==> src/rtl/cpa_pkg.sv <==
// Shared widths, status codes and types for the convex polygon area block.
package cpa_pkg;

    localparam int SUM_W  = 48;
    localparam int AREA_W = 34;

    typedef enum logic [1:0] {
        ST_OK         = 2'd0,
        ST_NOT_CONVEX = 2'd1,
        ST_ZERO_AREA  = 2'd2,
        ST_TOO_MANY   = 2'd3
    } status_t;

    typedef logic signed [SUM_W-1:0] sum_t;

endpackage

==> src/rtl/cpa_sat_add.sv <==
// Saturating signed accumulator add for the shoelace sum.
module cpa_sat_add
    import cpa_pkg::*;
#(
    parameter int TERM_W = 34
)
(
    input  sum_t                     acc,
    input  logic signed [TERM_W-1:0] term,
    input  logic                     term_en,
    output sum_t                     sum
);

    localparam int AW = ((TERM_W > SUM_W) ? TERM_W : SUM_W) + 1;

    logic signed [AW-1:0] acc_ext;
    logic signed [AW-1:0] term_ext;
    logic signed [AW-1:0] raw;
    logic signed [AW-1:0] lim_hi;
    logic signed [AW-1:0] lim_lo;

    assign acc_ext  = AW'(acc);
    assign term_ext = term_en ? AW'(term) : '0;
    assign raw      = acc_ext + term_ext;
    assign lim_hi   = {{(AW-SUM_W+1){1'b0}}, {(SUM_W-1){1'b1}}};
    assign lim_lo   = -lim_hi;

    always_comb
    begin
        if (raw > lim_hi)
            sum = lim_hi[SUM_W-1:0];
        else if (raw < lim_lo)
            sum = lim_lo[SUM_W-1:0];
        else
            sum = raw[SUM_W-1:0];
    end

endmodule

==> config.mk <==
export PLATFORM = sky130hd
export DESIGN_NAME = cpa_sat_add
export DESIGN_NICKNAME = d
export VERILOG_FILES = /design/src/rtl/cpa_pkg.sv /design/src/rtl/cpa_sat_add.sv
export SDC_FILE = /design/constraint.sdc
export NUM_CORES = 1
export LEC_CHECK = 0
export CAP_MARGIN = 10
export CORE_MARGIN = 1
export CORE_UTILIZATION = 25
export DETAILED_ROUTE_END_ITERATION = 7
export DONT_BUFFER_PORTS = 1
export PLACE_DENSITY_LB_ADDON = 0.3
export SYNTH_ARGS = -nofsm -noshare
export SYNTH_HDL_FRONTEND = slang
export SYNTH_SLANG_ARGS = --single-unit
export TNS_END_PERCENT = 30
==> constraint.sdc <==
create_clock -name vclk -period 7.8
set_input_delay 1.56 -clock vclk [all_inputs]
set_output_delay 1.56 -clock vclk [all_outputs]
set_load 0.01 [all_outputs]
==> reports/qor.yml, run 1 <==
start_util_pct: 25.90
grt_remaining_overflow: 0
die-width_um: 122.4
die_height_um: 122.4
diodes: 0
holdBufCountCts: 0
postSynthCellCount: 529
grt_setup_unrepaired: "no"
critical_path.most_common_cell: "or3_1"
worst-path-buf-inv: 1
wl_per_cell_um: 18.89
layout_min_cycle_time_ps: 7336
drive_gt1_share_pct: 3.718
power_per_cell_area_mw_per_mm2: 107.0
sequential_cell_area_um2: 0
drt_first_iter_violations: 239
final_area_mm2: 0.003795
critical_path.max_stage_delay_ps: 520
place.port_buffers: 0
crit_slowest_cell: "a2111oi_0"
worstPathArrival_ps: 5780
grtUsageTotal_pct: 16.94
outcome: "finished, final reports clean"
path_class: "primary input to output pin"
report.final.setup_viol: 0
viasPerCell: 5.663
drc: 0
post-dp-hpwl_um: 11340
crit_chain: "and2_1 > ha_1 > nand4_1 > a2111oi_0 > a22oi_2 > o211ai_1 > xor2_1 > or3_1 > or3_1 > nand4bb_1 > or4b_1 > or4_1 > o41ai_1 > buf_4"
power_leakage_nw: 1.533
core_rows: 43
gpl.final_weighted_congestion: 0.9318
synthesis.yosys.warnings: 0
drtAntennaViolNets: 0
total_power_uw: 406.2
timing_worst_slew_pin_value_ps: 607.1
timing.max_slew.rel_slack_pct: 59.52
setup_total_negative_slack_ps: 0
boundaryPins: 131
antenna_found_initial: 0
min-delay-path-class: "primary input to output pin"
cts_setup_buffers: 0
flops_and_latches: 0
post_synth_instance_area_mm2: 0.003623
grt_pass1_vias: 3926
post_cts_resize_count: 0
nets_final: 645
grt_max_degree: 35
post_synth_num_cell_types: 59
detailedRoute.firstPassIterationCount: 4
fp.dieArea_mm2: 0.01498
post_synthesis_sequential_area_ratio_pct: 0
detailroute.via_count: 3913
endpoint_kind: "output pin"
final_min_period_over_clock_period_pct: 94.05
max_cap_viol_count: 0
largest_vdd_supply_drop_mv: 0.03887
core_mm2: 0.01399
maximum_fanout_along_the_worst_path: 7
area_growth_pct: 4.731
average_instance_area_after_synthesis_um2: 6.850
n_clock_buffer: 0
critPathLaunchType: "primary input"
syn-num-nets: 661
worstPathRequired_ps: 6240
drv_slew: 0
final-hold-violation-count: 0
postPlaceCellArea_mm2: 0.003795
timing.critical_path.max_delay_family: "simple AND/OR/NAND/NOR gates"
grt_pass1_wl_um: 20380
max_clock_freq_mhz: 136.3
detail_route.wirelength_um: 13060
## per-layer routing
metal | routed length [um] | global-route usage (%)
met4 | 127 | 1.677
met3 | 896 | 3.067
met1 | 5867 | 21.88
met5 | 0 | 0
met2 | 6165 | 29.95
## where the power goes
| part | switching [mW] | internal, mW |
|---|---|---|
| logic | 0.264 | 0.142 |
| registers | 0 | 0 |
| clock network | 0 | 0 |
## cells in the mapped netlist (all sizes together) (8+ instances only)
master / number / area [um^2]
maj3: 35 / 350.3
a31oi: 12 / 75.07
nor2: 33 / 123.9
and2: 38 / 237.7
clkbuf: 22 / 82.58
inv: 11 / 41.29
nor3: 9 / 45.04
o21ai: 39 / 195.2
a21oi: 54 / 281.5
xnor2: 21 / 183.9
xor2: 25 / 219.0
a211oi: 8 / 65.06
nand4: 14 / 87.58
o211ai: 9 / 67.56
ha: 48 / 600.6
nand2: 53 / 198.9
a21o: 17 / 127.6
## layout make-up
type	count	area, um^2
fill	1597	10190
multi-input combinational	492	3468
tap	180	225.2
timing repair buffer	8	60.06
inverter	11	41.29
## cells in the final DEF, fill, tap and decap left out, types with 3 or more instances in the layout
cell / instances
nor2_1: 33
nand2b_1: 6
and4_1: 3
nand4_1: 14
a21oi_1: 51
inv_1: 11
a31oi_1: 12
xor2_1: 25
buf_4: 8
and2_1: 37
xnor2_1: 21
o21ai_0: 36
o21bai_1: 3
a21oi_2: 3
o31ai_1: 5
nand3_1: 6
maj3_1: 35
nand2_1: 53
nor3_1: 9
or2_2: 4
a21o_1: 17
ha_1: 48
o211ai_1: 9
o21ai_1: 3
o21a_1: 5
a211oi_1: 7
nand4b_1: 4
or3_1: 5
## cells by family after synthesis
group	synth area share, %
xor+xnor	11.12
compound gates	30.66
buf+inv	4.282
fa+ha+maj	26.80
simple gates	27.14
## worst paths after layout
check,from,slack [ps],cells past startpoint,to
worst max-delay path,term[11],460,14,sum[0]
worst min-delay path,acc[1],3480,3,sum[1]
## per-stage QoR
stage / cells / setup slack [ps] / hold WS [ps] / util (%)
floorplan: 529 / 811.7 / 3384 / -
global placement: 691 / 548.5 / 3480 / 27.13
detailed placement: 691 / 536.6 / 3486 / 27.13
CTS: 691 / 539.2 / 3486 / 27.13
global route: 691 / 315.4 / 3534 / 27.13
finish: 691 / 464.0 / 3480 / 27.13
(Power assumes the default switching activity.)
==> run 2: changes to the inputs <==
==> constraint.sdc (replaced) <==
create_clock -name vclk -period 6.95
set_input_delay 1.39 -clock vclk [all_inputs]
set_output_delay 1.39 -clock vclk [all_outputs]
set_load 0.01 [all_outputs]
==> reports/qor.yml, run 2 (synthesis results as in run 1) <==
fin_cells: 716  # was 691
power_leakage_nw: 1.660  # was 1.533 nW
place.port_buffers: 0  # unchanged
report.final.setup_viol: 0  # unchanged
outcome: "finished, final reports clean"  # unchanged
drtAntennaViolNets: 0  # unchanged
grtUsageTotal_pct: 17.10  # was 16.94%
area_growth_pct: 11.26  # was 4.731%
gpl.final_weighted_congestion: 0.9332  # was 0.9318
drive_gt1_share_pct: 9.515  # was 3.718%
detailroute.via_count: 4071  # was 3913
detailedRoute.firstPassIterationCount: 5  # was 4
endpoint_kind: "output pin"  # unchanged
n_clock_buffer: 0  # unchanged
final_min_period_over_clock_period_pct: 97.42
layout.cells.most_common: "nand2_1"  # unchanged
postPlaceCellArea_mm2: 0.003983  # was 0.003795 mm^2
final_area_mm2: 0.004031  # was 0.003795 mm^2
placement.setup.worst_slack_ps: -9.224  # was 536.6 ps
use_met2_pct: 30.34  # was 29.95%
fin_hold_ws_ps: 3164  # was 3480 ps
flops_and_latches: 0  # unchanged
min-delay-path-class: "primary input to output pin"  # unchanged
largest_vdd_supply_drop_mv: 0.06940  # was 0.03887 mV
grt_pass1_wl_um: 20650  # was 20380 um
core_rows: 43  # unchanged
grt_remaining_overflow: 0  # unchanged
numPlacedInstances: 716  # was 691
boundaryPins: 131  # unchanged
grt_setup_unrepaired: "no"  # unchanged
drc: 0  # unchanged
grt_max_degree: 35  # unchanged
antenna_found_initial: 0  # unchanged
worstPathArrival_ps: 5380  # was 5780 ps
multiInputGateArea_mm2: 0.003517  # was 0.003468 mm^2
final.setup.worst_slack_ps: 179.4  # was 464.0 ps
timing.max_slew.rel_slack_pct: 58.99  # was 59.52%
cts_setup_buffers: 0  # unchanged
grtUsageMet1_pct: 21.58  # was 21.88%
die_height_um: 122.4  # unchanged
post-dp-hpwl_um: 11590  # was 11340 um
most-common-layout-cells: "53 x nand2_1, 49 x a21oi_1, 48 x ha_1"  # was 53 x nand2_1, 51 x a21oi_1, 48 x ha_1
worstPathRequired_ps: 5560  # was 6240 ps
total_power_uw: 495.1  # was 406.2 uW
path_class: "primary input to output pin"  # unchanged
grt_most_used_layer: "met2"  # unchanged
wl_per_cell_um: 18.55  # was 18.89 um
critPathLaunchType: "primary input"  # unchanged
detail_route.wirelength_um: 13280  # was 13060 um
max_clock_freq_mhz: 147.7
die-width_um: 122.4  # unchanged
start_util_pct: 25.90  # unchanged
drv_slew: 0  # unchanged
viasPerCell: 5.686  # was 5.663
nets_final: 670  # was 645
final-hold-violation-count: 0  # unchanged
timing_worst_slew_pin_value_ps: 614.5  # was 607.1 ps
groute.layer.met3.usage_pct: 3.067  # unchanged
grt_pass1_vias: 4095  # was 3926
num-fill-cells: 1592  # was 1597
diodes: 0  # unchanged
max_cap_viol_count: 0  # unchanged
core_mm2: 0.01399  # unchanged
drt_first_iter_violations: 311  # was 239
power_per_cell_area_mw_per_mm2: 122.8  # was 107.0 mW/mm^2
layout_min_cycle_time_ps: 6771
fp.dieArea_mm2: 0.01498  # unchanged
sequential_cell_area_um2: 0  # unchanged
maximum_fanout_along_the_worst_path: 3  # was 7
## run 2: critical path: stages
cell and delay, ps:
and2_1 140, ha_1 210, fa_2 380, a211oi_2 230
o211ai_1 160, a22oi_2 230, o211ai_1 140, xor2_1 180
or3_1 360, or3_1 300, nand4bb_1 190, or4b_1 490
or4_1 530, o41ai_4 280, buf_4 180
## run 2: area by class of cell
type | count | share of cell area (%)
well taps | 180 | 5.587
multi-input cells | 492 | 87.24
inverters | 11 | 1.024
repair buffers | 33 | 6.145
## run 2: repair_timing
item                       CTS  global route
pin swaps                    0             2
hold buffers                 0             0
resized for setup            1             8
setup endpoints to repair    1             1
## run 2: where the power goes
| part | internal [mW] | leakage [nW] | switching [mW] |
|---|---|---|---|
| combinational | 0.188 | 1.66 | 0.307 |
| sequential | 0 | 0 | 0 |
| clock | 0 | 0 | 0 |
## run 2: metal layers
metal | routed length, um | up-vias
met1 | 5681 | 1888
met4 | 235 | 0
met3 | 1068 | 20
li1 | - | 1991
met2 | 6294 | 172
met5 | 0 | -
## run 2: final timing paths
kind	start	endpoint	slack [ps]	cells past startpoint
max	term[0]	sum[0]	180	15
min	acc[1]	sum[1]	3160	3
## run 2: stage by stage
stage / setup TNS [ps] / util (%)
floorplan: 0 / -
global placement: 0 / 28.47
detailed placement: -9.224 / 28.47
CTS: 0 / 28.52
global route: 0 / 28.82
finish: 0 / 28.82
